File: config.mk
export PLATFORM = sky130hd
export DESIGN_NAME = byte_level_token_text_decoder_core_flat
export DESIGN_NICKNAME = d
export VERILOG_FILES = /design/src/sv/bltd_pkg.sv /design/src/sv/bltd_in_if.sv /design/src/sv/bltd_out_if.sv /design/src/sv/bltd_assemble.sv /design/src/sv/bltd_expand.sv /design/src/sv/byte_level_token_text_decoder_core.sv /design/src/flat_wrapper.sv
export SDC_FILE = /design/constraint.sdc
export NUM_CORES = 1
export LEC_CHECK = 0
export BUFFER_PORTS_ARGS = -buffer_cell sky130_fd_sc_hd__buf_2
export CAP_MARGIN = 40
export CORE_MARGIN = 5
export CORE_UTILIZATION = 25
export CTS_BUF_LIST = sky130_fd_sc_hd__clkbuf_8
export DETAILED_ROUTE_END_ITERATION = 16
export GPL_ROUTABILITY_DRIVEN = 0
export SYNTH_ARGS = -nofsm -noshare
export SYNTH_HDL_FRONTEND = slang
export SYNTH_SLANG_ARGS = --single-unit
File: constraint.sdc
create_clock -name clk -period 6.65 [get_ports clk]
set_input_delay 0.9975 -clock clk [delete_from_list [all_inputs] [get_ports clk]]
set_output_delay 0.9975 -clock clk [all_outputs]
set_load 0.01 [all_outputs]
File: src/sv/bltd_pkg.sv
package bltd_pkg;

  localparam int unsigned ByteW = 8;
  localparam int unsigned CpW   = 21;
  localparam int unsigned MaxRes = 3;

  // code point map ranges
  localparam logic [ByteW-1:0] PrintLo  = 8'd33;
  localparam logic [ByteW-1:0] PrintHi  = 8'd126;
  localparam logic [ByteW-1:0] Lat1Lo   = 8'hA1;
  localparam logic [ByteW-1:0] Lat1Hi   = 8'hAC;
  localparam logic [ByteW-1:0] Lat2Lo   = 8'hAE;
  localparam logic [6:0]       ShiftCnt = 7'd68;
  localparam logic [6:0]       CtlLast  = 7'd32;
  localparam logic [6:0]       HighLast = 7'd66;
  localparam logic [ByteW-1:0] HighOff  = 8'd94;
  localparam logic [ByteW-1:0] SoftHyph = 8'd173;

  // lead byte prefixes
  localparam logic [2:0] Lead2Pfx = 3'h6;
  localparam logic [3:0] Lead3Pfx = 4'hE;
  localparam logic [4:0] Lead4Pfx = 5'h1E;

  localparam logic [2:0] Len1 = 3'd1;
  localparam logic [2:0] Len2 = 3'd2;
  localparam logic [2:0] Len3 = 3'd3;
  localparam logic [2:0] Len4 = 3'd4;

  // results of one input item
  typedef struct packed {
    logic [MaxRes-1:0][ByteW-1:0] bytes;
    logic [1:0]                   count;
  } grp_t;

endpackage

File: src/sv/bltd_in_if.sv
interface bltd_in_if;
  logic       valid;
  logic       ready;
  logic [7:0] text_byte;
  logic       token_end;

  modport source (output valid, output text_byte, output token_end, input ready);
  modport sink (input valid, input text_byte, input token_end, output ready);
endinterface

File: src/sv/bltd_out_if.sv
interface bltd_out_if;
  logic       valid;
  logic       ready;
  logic [7:0] raw_byte;
  logic       run_last;

  modport source (output valid, output raw_byte, output run_last, input ready);
  modport sink (input valid, input raw_byte, input run_last, output ready);
endinterface

File: src/sv/bltd_assemble.sv
module bltd_assemble (
  input  logic              clk,
  input  logic              rst,
  input  logic              accept,
  input  logic [7:0]        text_byte,
  input  logic              token_end,
  output bltd_pkg::grp_t    grp
);
  import bltd_pkg::*;

  typedef struct packed {
    logic             ok;
    logic [ByteW-1:0] b;
  } map_t;

  function automatic logic [2:0] lead_len(input logic [ByteW-1:0] c);
    logic [2:0] len;
    len = Len1;
    if (c[7:5] == Lead2Pfx) len = Len2;
    else if (c[7:4] == Lead3Pfx) len = Len3;
    else if (c[7:3] == Lead4Pfx) len = Len4;
    return len;
  endfunction

  function automatic map_t cp_map(input logic [CpW-1:0] cp);
    map_t       m;
    logic [6:0] n;
    m.ok = 1'b0;
    m.b  = cp[ByteW-1:0];
    n    = cp[6:0];
    if (cp[CpW-1:ByteW] == '0) begin
      m.ok = (m.b >= PrintLo && m.b <= PrintHi) || (m.b >= Lat1Lo && m.b <= Lat1Hi) ||
             (m.b >= Lat2Lo);
    end else if (cp[CpW-1:ByteW+1] == '0 && cp[ByteW] && !cp[7] && n < ShiftCnt) begin
      m.ok = 1'b1;
      if (n <= CtlLast) m.b = {1'b0, n};
      else if (n <= HighLast) m.b = {1'b0, n} + HighOff;
      else m.b = SoftHyph;
    end
    return m;
  endfunction

  logic [2:0][ByteW-1:0] pend;
  logic [1:0]            pcnt;
  logic [2:0]            need_q;

  logic [3:0][ByteW-1:0] run_b;
  logic [2:0]            cnt_new;
  logic [2:0]            need;
  logic                  emit;
  logic                  complete;
  logic                  pair;
  logic                  has1;
  logic                  has2;
  logic [CpW-1:0]        cp0;
  logic [CpW-1:0]        cp1;
  map_t                  m0;
  map_t                  m1;
  map_t                  m2;

  always_comb begin
    run_b = '0;
    for (int i = 0; i < 3; i++) begin
      run_b[i] = pend[i];
    end
    run_b[pcnt] = text_byte;
    cnt_new  = {1'b0, pcnt} + 3'd1;
    need     = (pcnt == 2'd0) ? lead_len(text_byte) : need_q;
    complete = (cnt_new >= need);
    emit     = token_end || complete;

    unique case (need)
      Len2:    cp0 = {10'd0, run_b[0][4:0], run_b[1][5:0]};
      Len3:    cp0 = {5'd0, run_b[0][3:0], run_b[1][5:0], run_b[2][5:0]};
      Len4:    cp0 = {run_b[0][2:0], run_b[1][5:0], run_b[2][5:0], run_b[3][5:0]};
      default: cp0 = {13'd0, run_b[0]};
    endcase
    // a cut sequence: the lead stands alone
    if (!complete) cp0 = {13'd0, run_b[0]};

    pair = !complete && (cnt_new == 3'd3) && (lead_len(run_b[1]) == Len2);
    has1 = !complete && (cnt_new >= 3'd2);
    has2 = !complete && (cnt_new == 3'd3) && !pair;
    cp1  = pair ? {10'd0, run_b[1][4:0], run_b[2][5:0]} : {13'd0, run_b[1]};

    m0 = cp_map(cp0);
    m1 = cp_map(cp1);
    m2 = cp_map({13'd0, run_b[2]});

    grp = '0;
    if (emit) begin
      if (m0.ok) begin
        grp.bytes[grp.count] = m0.b;
        grp.count = grp.count + 2'd1;
      end
      if (has1 && m1.ok) begin
        grp.bytes[grp.count] = m1.b;
        grp.count = grp.count + 2'd1;
      end
      if (has2 && m2.ok) begin
        grp.bytes[grp.count] = m2.b;
        grp.count = grp.count + 2'd1;
      end
    end
  end

  always_ff @(posedge clk) begin
    if (rst) begin
      pcnt   <= '0;
      need_q <= '0;
    end else if (accept) begin
      if (emit) begin
        pcnt   <= '0;
        need_q <= '0;
      end else begin
        pcnt   <= cnt_new[1:0];
        need_q <= need;
      end
    end
  end

  // hold the unfinished sequence
  always_ff @(posedge clk) begin
    if (accept && !emit) begin
      pend <= run_b[2:0];
    end
  end

endmodule

File: src/sv/bltd_expand.sv
module bltd_expand (
  input  logic           clk,
  input  logic           rst,
  input  logic           load,
  input  bltd_pkg::grp_t grp_in,
  output logic           free,
  output logic           valid,
  input  logic           ready,
  output logic [7:0]     raw_byte,
  output logic           run_last
);
  import bltd_pkg::*;

  grp_t       grp;
  logic [1:0] idx;
  logic       take;

  assign valid    = (grp.count != 2'd0);
  assign raw_byte = grp.bytes[idx];
  assign run_last = (idx == grp.count - 2'd1);
  assign take     = valid && ready;
  assign free     = !valid || (take && run_last);

  always_ff @(posedge clk) begin
    if (load) begin
      grp.bytes <= grp_in.bytes;
    end
    if (rst) begin
      grp.count <= '0;
      idx       <= '0;
    end else if (load) begin
      grp.count <= grp_in.count;
      idx       <= '0;
    end else if (take) begin
      // advance within the group, drop it after the last transaction
      if (run_last) grp.count <= '0;
      else idx <= idx + 2'd1;
    end
  end

endmodule

File: src/sv/byte_level_token_text_decoder_core.sv
// Byte-level token text decoder.
// text_in carries the UTF-8 text of one vocabulary token, one byte per
// transaction, with token_end set on the token's last byte. byte_out carries
// the decoded raw bytes; run_last marks the last byte caused by one input
// byte. An input byte causes zero to three output bytes.
// The results of an input byte appear on byte_out in the cycle after it is
// accepted. Throughput: one input byte per cycle while each byte gives at
// most one result and the receiver does not stall; a byte that gives more
// results keeps text_in from taking the next byte until the single result
// register has drained them, one byte per cycle while the receiver is ready.
// A multi-byte sequence is buffered until complete or until token_end; bytes
// that complete nothing produce no output.
// Reset (rst, synchronous) clears the pending sequence and the result
// register; text_in is ready in the first cycle after reset.
// When the receiver stalls, byte_out holds its byte and text_in is held off
// until the last result of the current group has gone out.
module byte_level_token_text_decoder_core (
  input  logic      clk,
  input  logic      rst,
  bltd_in_if.sink   text_in,
  bltd_out_if.source byte_out
);
  import bltd_pkg::*;

  grp_t grp;
  logic free;
  logic accept;

  assign text_in.ready = free;
  assign accept        = text_in.valid && free;

  bltd_assemble u_assemble (
    .clk       (clk),
    .rst       (rst),
    .accept    (accept),
    .text_byte (text_in.text_byte),
    .token_end (text_in.token_end),
    .grp       (grp)
  );

  bltd_expand u_expand (
    .clk      (clk),
    .rst      (rst),
    .load     (accept),
    .grp_in   (grp),
    .free     (free),
    .valid    (byte_out.valid),
    .ready    (byte_out.ready),
    .raw_byte (byte_out.raw_byte),
    .run_last (byte_out.run_last)
  );

endmodule

File: src/flat_wrapper.sv
// flat-port wrapper written by rule: the top's interface ports become plain ports
module byte_level_token_text_decoder_core_flat import bltd_pkg::*;
  (clk, rst, text_in_valid, text_in_text_byte, text_in_token_end, text_in_ready, byte_out_valid, byte_out_raw_byte, byte_out_run_last, byte_out_ready);
  bltd_in_if text_in_i ();
  bltd_out_if byte_out_i ();
  input  logic clk;
  input  logic rst;
  input wire logic [$bits(text_in_i.valid)-1:0] text_in_valid;
  input wire logic [$bits(text_in_i.text_byte)-1:0] text_in_text_byte;
  input wire logic [$bits(text_in_i.token_end)-1:0] text_in_token_end;
  output wire logic [$bits(text_in_i.ready)-1:0] text_in_ready;
  output wire logic [$bits(byte_out_i.valid)-1:0] byte_out_valid;
  output wire logic [$bits(byte_out_i.raw_byte)-1:0] byte_out_raw_byte;
  output wire logic [$bits(byte_out_i.run_last)-1:0] byte_out_run_last;
  input wire logic [$bits(byte_out_i.ready)-1:0] byte_out_ready;
  assign text_in_i.valid = text_in_valid;
  assign text_in_i.text_byte = text_in_text_byte;
  assign text_in_i.token_end = text_in_token_end;
  assign text_in_ready = text_in_i.ready;
  assign byte_out_valid = byte_out_i.valid;
  assign byte_out_raw_byte = byte_out_i.raw_byte;
  assign byte_out_run_last = byte_out_i.run_last;
  assign byte_out_i.ready = byte_out_ready;
  byte_level_token_text_decoder_core u_core (.clk(clk), .rst(rst), .text_in(text_in_i), .byte_out(byte_out_i));
endmodule
==> impl_results.md, run 1 <==
- Outcome: finished clean
- Total vias in the final route: 4,433
- CP required: 6.74 ns
- Die Wd: 146 um
- CTS tree: done
- H-tree depth: 3
- CP bufs+invs: 5
- Measured slew at the worst slew-check pin: 0.775 ns
- Number of synthesized flops with an enable pin: 48
- Die area: 21,400 um2
- Slew headroom: 0.480
- Synthesized area per cell: 8.91 um2
- Hold-fix buffer count after cts: 0
- Std-Cell Core Area: 18,100 um2
- Worst Skew: ~0.015 ns
- TritonCTS Buffers: 9
- Post-Place Worst Slack: 0.955 ns
- Fill cells: 1,870
- Crit-path max cell delay: 0.70 ns
- Share of post-route cells with drive strength above 1: 0.144
- Initial Util: 0.256
- Vias per inst: 5.66
- Library cells used by synthesis: 79
- CTS root buffer: clkbuf_8
- Critical path's slowest cell: a222oi_1
- Layout area overhead: 13.5%
- First-pass GRT wire length: 23,100 um
- Clk pwr share: 0.338
- Startpoint types: flop
- Net count after synthesis: 551
- Final nets: 581
- Arr. time, crit path: around 5.7 ns
- Maximum fanout along the worst path: 18
- Pleak: approximately 1.8 nW
- Sequential share of power: 0.410
- Chip height: around 150 um
- Comb pwr share: 0.252
- CP most frequent cell: ha_1
- Latest clock arrival within the worst-skew pair: 0.36 ns
- Overall global routing resource usage: 0.135
- Tmin final: 5.60 ns
- Worst Hold Class: flop to flop
- Synthesis warning total: 0
- Vias in the first global route: 4,168
- Initial drt markers: roughly 670
- Worst-path clk slew: 0.06 ns
- Fmax: 179 MHz
- Setup crit end kind: flop
- DR DRC count: 0
- CTS resizes: 0
- Asr flop ratio synth: 0
- Post-DP HPWL: around 11,000 um
- Synthesized netlist cell count: 520
- Drt pass-1 iters: 7
- Multi-input gate area: 2780 um2
- Period utilization: 0.841
- Cell area after layout: approximately 5300 um2
- CP top delay family: compound AO/OA/AOI/OAI gates
- Largest net degree at the start of global routing: 30
- Sequential area share after synthesis: 0.350
- DRT Wirelength: 14,600 um
- Syn Std Cell Area: 4630 um2
- WL/cell: 18.6 um
- Worst vdd ir: approximately 0.074 mV
- Dominant synthesized flop cell: edfxtp_1
- Kind of critical path: flop to flop
- RSZ-0062 raised after global routing: no
- Setup bufs post-CTS: 0
- Internal: 0.000709 W
- CP Cell Sequence: inv_1, ha_1, buf_4, nand2_2, o31ai_4, inv_2, ha_1, a211o_1, o22a_1, a21o_1, a222oi_1, a21o_1, a221o_1, a311oi_4, inv_2, ha_1, and2_0, nor2_1, buf_4, nand2_1, o22ai_1, mux2_1
- Antenna violation net count after detailed routing: 0
- CTS Sinks: 57
- Number of I/O port buffers: 23
- #FFs+latches synth: 57
- Net Sw Frac: 0.311
- Power density cells: about 200 nW/um2
- Rows: 49
- Hold slack: 0.457 ns
- Initial antenna violation count: 0
- Total of max-cap violations: 0
- Sw Pwr: 0.000320 W
- Final Max Tran Viols: 0
- Cell Count, Final, Fillers Out: 783
- Seq. cell area: 1620 um2
- Max clock buf depth: 2
- Finish-stage setup viols: 0
- Antenna Cells: 0
- Final hold violation count: 0
- Placed Instances: 768
- Worst setup margin: 1.05 ns
- Area of placed instances: 5060 um2
- Fin Setup TNS: 0 ns
- IO Pins: 24
- Grt total ovfl: 0
[registers in the layout, indices dropped and copies added (netlist names)]
register / cells
u_core.u_assemble.need_q: 3
u_core.u_assemble.pcnt: 2
u_core.u_assemble.pend: 24
u_core.u_expand.grp: 26
u_core.u_expand.idx: 2
[cell families after synthesis]
group / count (synthesis) / share of synthesized area
compound gates: 167 / 0.265
xor+xnor: 4 / 0.00756
fa+ha+maj: 18 / 0.0486
buf+inv: 57 / 0.0518
flops: 57 / 0.350
mux: 37 / 0.0859
simple gates: 180 / 0.191
[worst register-to-register path, stage by stage (launching register included)]
cell	delay [ns]
dfxtp_1	0.35
inv_1	0.14
ha_1	0.37
buf_4	0.30
nand2_2	0.15
o31ai_4	0.30
inv_2	0.07
ha_1	0.21
a211o_1	0.29
o22a_1	0.37
a21o_1	0.25
a222oi_1	0.70
a21o_1	0.21
a221o_1	0.19
a311oi_4	0.11
inv_2	0.11
ha_1	0.17
and2_0	0.27
nor2_1	0.07
buf_4	0.17
nand2_1	0.13
o22ai_1	0.10
mux2_1	0.30
[cells in the mapped netlist (7+ instances only)]
library cell,n,share of area
nor2_1,51,0.041
edfxtp_1,48,0.31
nand2_1,41,0.033
o21ai_0,34,0.037
inv_1,31,0.025
mux2i_1,26,0.056
a21oi_1,22,0.024
nand3_1,19,0.021
ha_1,18,0.049
nand4_1,16,0.022
nor3_1,14,0.015
buf_2,12,0.013
and2_1,10,0.013
dfxtp_1,9,0.039
o211ai_1,9,0.015
o22ai_1,9,0.012
a31oi_1,8,0.011
mux2_2,8,0.019
a21o_1,7,0.011
a32oi_1,7,0.013
[final timing paths]
check                                          startpoint                endpoint  slack, ns  cells past startpoint
worst max register to register  u_core.u_assemble.pcnt[0]  u_core.u_expand.grp[2]       1.05                     22
worst min-delay path               u_core.u_expand.grp[1]  u_core.u_expand.grp[1]       0.46                      2
worst min register to register     u_core.u_expand.grp[1]  u_core.u_expand.grp[1]       0.46                      2
worst max-delay path            u_core.u_assemble.pcnt[0]  u_core.u_expand.grp[2]       1.05                     22
[power groups by stage]
stage | logic, W | registers (W) | clock network (W)
after floorplan | 0.000179 | 0.000427 | 0
after CTS | 0.000257 | 0.000422 | 0.000351
final | 0.000259 | 0.000422 | 0.000348
after global placement | 0.000257 | 0.000429 | 0
after global routing | 0.000283 | 0.000424 | 0.000368
after detailed placement | 0.000255 | 0.000430 | 0
[placed cells by master, fill, tap and decap left out, types with 10 or more instances in the layout]
cell type | Yosys | layout
buf_2 | 12 | 23
nand3_1 | 19 | 19
nor2_1 | 51 | 50
nor3_1 | 14 | 14
buf_4 | 3 | 17
inv_1 | 31 | 32
and2_1 | 10 | 10
o21ai_0 | 34 | 34
nand2_1 | 41 | 41
nand4_1 | 16 | 16
mux2i_1 | 26 | 26
a21oi_1 | 22 | 22
ha_1 | 18 | 18
edfxtp_1 | 48 | 48
[final cells by class]
class,instances,share of cell area
clock buffer,9,0.0235
sequential,57,0.308
clock inverter,6,0.0143
timing repair buffer,40,0.0461
inverter,36,0.0257
tap,229,0.0545
multi-input combinational,406,0.528
[through the flow]
step | total power (W) | utilization
floorplan | 0.000606 | -
global placement | 0.000686 | 0.280
detailed placement | 0.000685 | 0.280
CTS | 0.00103 | 0.291
global route | 0.00107 | 0.291
finish | 0.00103 | 0.291
[metal layers]
layer / vias to the layer above / share of wire / GRT usage
li1: 2069 / - / -
met1: 2066 / 0.43 / 0.179
met2: 239 / 0.46 / 0.213
met3: 59 / 0.074 / 0.0239
met4: 0 / 0.038 / 0.0649
met5: - / 0 / 0
No activity file was read; power rests on OpenSTA's default activity.
==> inputs of run 2 (changes only) <==
==> constraint.sdc (replaced) <==
create_clock -name clk -period 5.6 [get_ports clk]
set_input_delay 0.84 -clock clk [delete_from_list [all_inputs] [get_ports clk]]
set_output_delay 0.84 -clock clk [all_outputs]
set_load 0.01 [all_outputs]
==> impl_results.md, run 2 (synthesis results as in run 1) <==
- Largest net degree at the start of global routing: 30
- Finish-stage setup viols: 0
- Fmax: approximately 190 MHz
- DRT Wirelength: 14,400 um
- Drt pass-1 iters: 5
- Die area: 21,400 um2
- Std-Cell Core Area: 18,100 um2
- CP bufs+invs: 5
- Largest Register: u_core.u_expand.grp
- DR DRC count: 0
- Post-DP HPWL: 10,900 um
- Most frequent cells in the layout: 50 x nor2_1, 48 x edfxtp_1, 41 x nand2_1
- Share of post-route cells with drive strength above 1: 0.164
- Startpoint types: flop
- R2R Path End: u_core.u_expand.grp[2]
- First-pass GRT wire length: 23,000 um
- Worst Skew: between 0.015 and 0.02 ns
- Worst Hold Class: flop to flop
- Initial antenna violation count: 0
- Max clock buf depth: 2
- Overall global routing resource usage: 0.134
- Chip height: 146 um
- Antenna violation net count after detailed routing: 0
- Initial drt markers: roughly 650
- Tmin final: 5.18 ns
- Grt total ovfl: 0
- Slew headroom: 0.550
- Hold Path Stages: 2
- Antenna Cells: 0
- Worst-path clk slew: approximately 0.060 ns
- Final Max Tran Viols: 0
- TritonCTS Buffers: 9
- Total vias in the final route: between 4,000 and 5,000
- Max reg flops: 26
- RSZ-0062 raised after global routing: no
- Seq. cell area: ~1600 um2
- Fin Setup TNS: 0 ns
- Worst setup margin: 0.425 ns
- Die Wd: roughly 150 um
- WHS Endpoint: u_core.u_expand.grp[1]
- Number of I/O port buffers: 23
- Total of max-cap violations: 0
- WL/cell: 18.0 um
- Commonest non-fill, non-tap cell in the layout: nor2_1
- Internal reg-to-reg setup slack: approximately 0.42 ns
- H-tree depth: 3
- Latest clock arrival within the worst-skew pair: 0.35 ns
- Vias in the first global route: 4,190
- Hold path start: u_core.u_expand.grp[1]
- Measured slew at the worst slew-check pin: 0.674 ns
- Setup bufs post-CTS: 0
- Outcome: finished clean
- Vias per inst: 5.61
- CP most frequent cell: ha_1
- Top flop regs: u_core.u_expand.grp x26, u_core.u_assemble.pend x24, u_core.u_assemble.need_q x3
- Final hold violation count: 0
- IO Pins: 24
- Multi-input gate area: 2780 um2
- Rows: 49
- CTS resizes: 0
- Register-to-Register Path Depth: 22
- CTS tree: done
- Crit Reg-Reg Startpoint: u_core.u_assemble.pcnt[0]
- Arr. time, crit path: 5.39 ns
- CP required: 5.81 ns
- Kind of critical path: flop to flop
- Final nets: 593
- Worst vdd ir: 0.103 mV
- Maximum fanout along the worst path: 13
- Pleak: ~1.9 nW
- CP top delay family: compound AO/OA/AOI/OAI gates
- Crit-path max cell delay: between 0.4 and 0.5 ns
- Layout area overhead: 15.2%
- Critical path's slowest cell: ha_1
- CP Cell Sequence: inv_1, ha_1, nand2_2, o31ai_4, inv_2, ha_1, a211o_1, o22ai_1, buf_4, nor2_1, o21ai_1, nand2_1, a221o_1, a311oi_4, inv_2, ha_1, and2_0, nor2_1, buf_4, nand3_1, o21ai_0, mux2_1
- Fill cells: approximately 1,900
- Setup crit end kind: flop
- Hold-fix buffer count after cts: 0
- Period utilization: 0.924
- Power density cells: 220 nW/um2
- CTS Sinks: 57
- Initial Util: 0.256
- CTS root buffer: clkbuf_8
- Post-Place Worst Slack: 0.180 ns
-- run 2: area by class of cell --
| class | instances | area share |
|---|---|---|
| timing repair buffer | 52 | 0.0638 |
| tap | 229 | 0.0537 |
| sequential | 57 | 0.304 |
| clock buffer | 9 | 0.0232 |
| inverter | 36 | 0.0253 |
| multi-input combinational | 406 | 0.520 |
| clock inverter | 7 | 0.0101 |
-- run 2: how the worst max path moves through the flow --
stage                              startpoint                endpoint  slack (ns)  depth (start not counted)
floorplan                text_in_text_byte[4]  u_core.u_expand.grp[2]        0.34                         24
global placement         text_in_text_byte[4]  u_core.u_expand.grp[2]        0.26                         20
detailed placement       text_in_text_byte[4]  u_core.u_expand.grp[2]        0.18                         22
CTS                 u_core.u_assemble.pcnt[0]  u_core.u_expand.grp[2]        0.29                         23
global route        u_core.u_assemble.pcnt[0]  u_core.u_expand.grp[2]        0.08                         22
finish              u_core.u_assemble.pcnt[0]  u_core.u_expand.grp[2]        0.42                         22
-- run 2: power by group --
part           total, W  switching [W]  internal, W
sequential     0.000502     0.00000983     0.000492
clock          0.000359       0.000163     0.000197
combinational  0.000314       0.000200     0.000114
-- run 2: per-stage QoR --
stage               std cells  power (W)  area [um2]   util  hold slack, ns
detailed placement        780   0.000821        5160  0.285           0.447
floorplan                 520   0.000720        4630      -           0.432
global placement          779   0.000819        5140  0.284           0.444
global route              796    0.00123        5340  0.295           0.464
CTS                       796    0.00118        5340  0.295           0.454
finish                    796    0.00118        5340  0.295           0.453
-- run 2: routing by layer --
layer  track usage  up-vias  part of all wire
li1              -     2096                 -
met1         0.180     2125              0.44
met2         0.213      208              0.45
met3        0.0229       39             0.073
met4        0.0569        0             0.030
met5             0        -                 0
-- run 2: worst min-delay path, stage by stage (launching register included) --
cell	delay, ns
dfxtp_1	0.31
nand2_1	0.05
a21oi_1	0.05
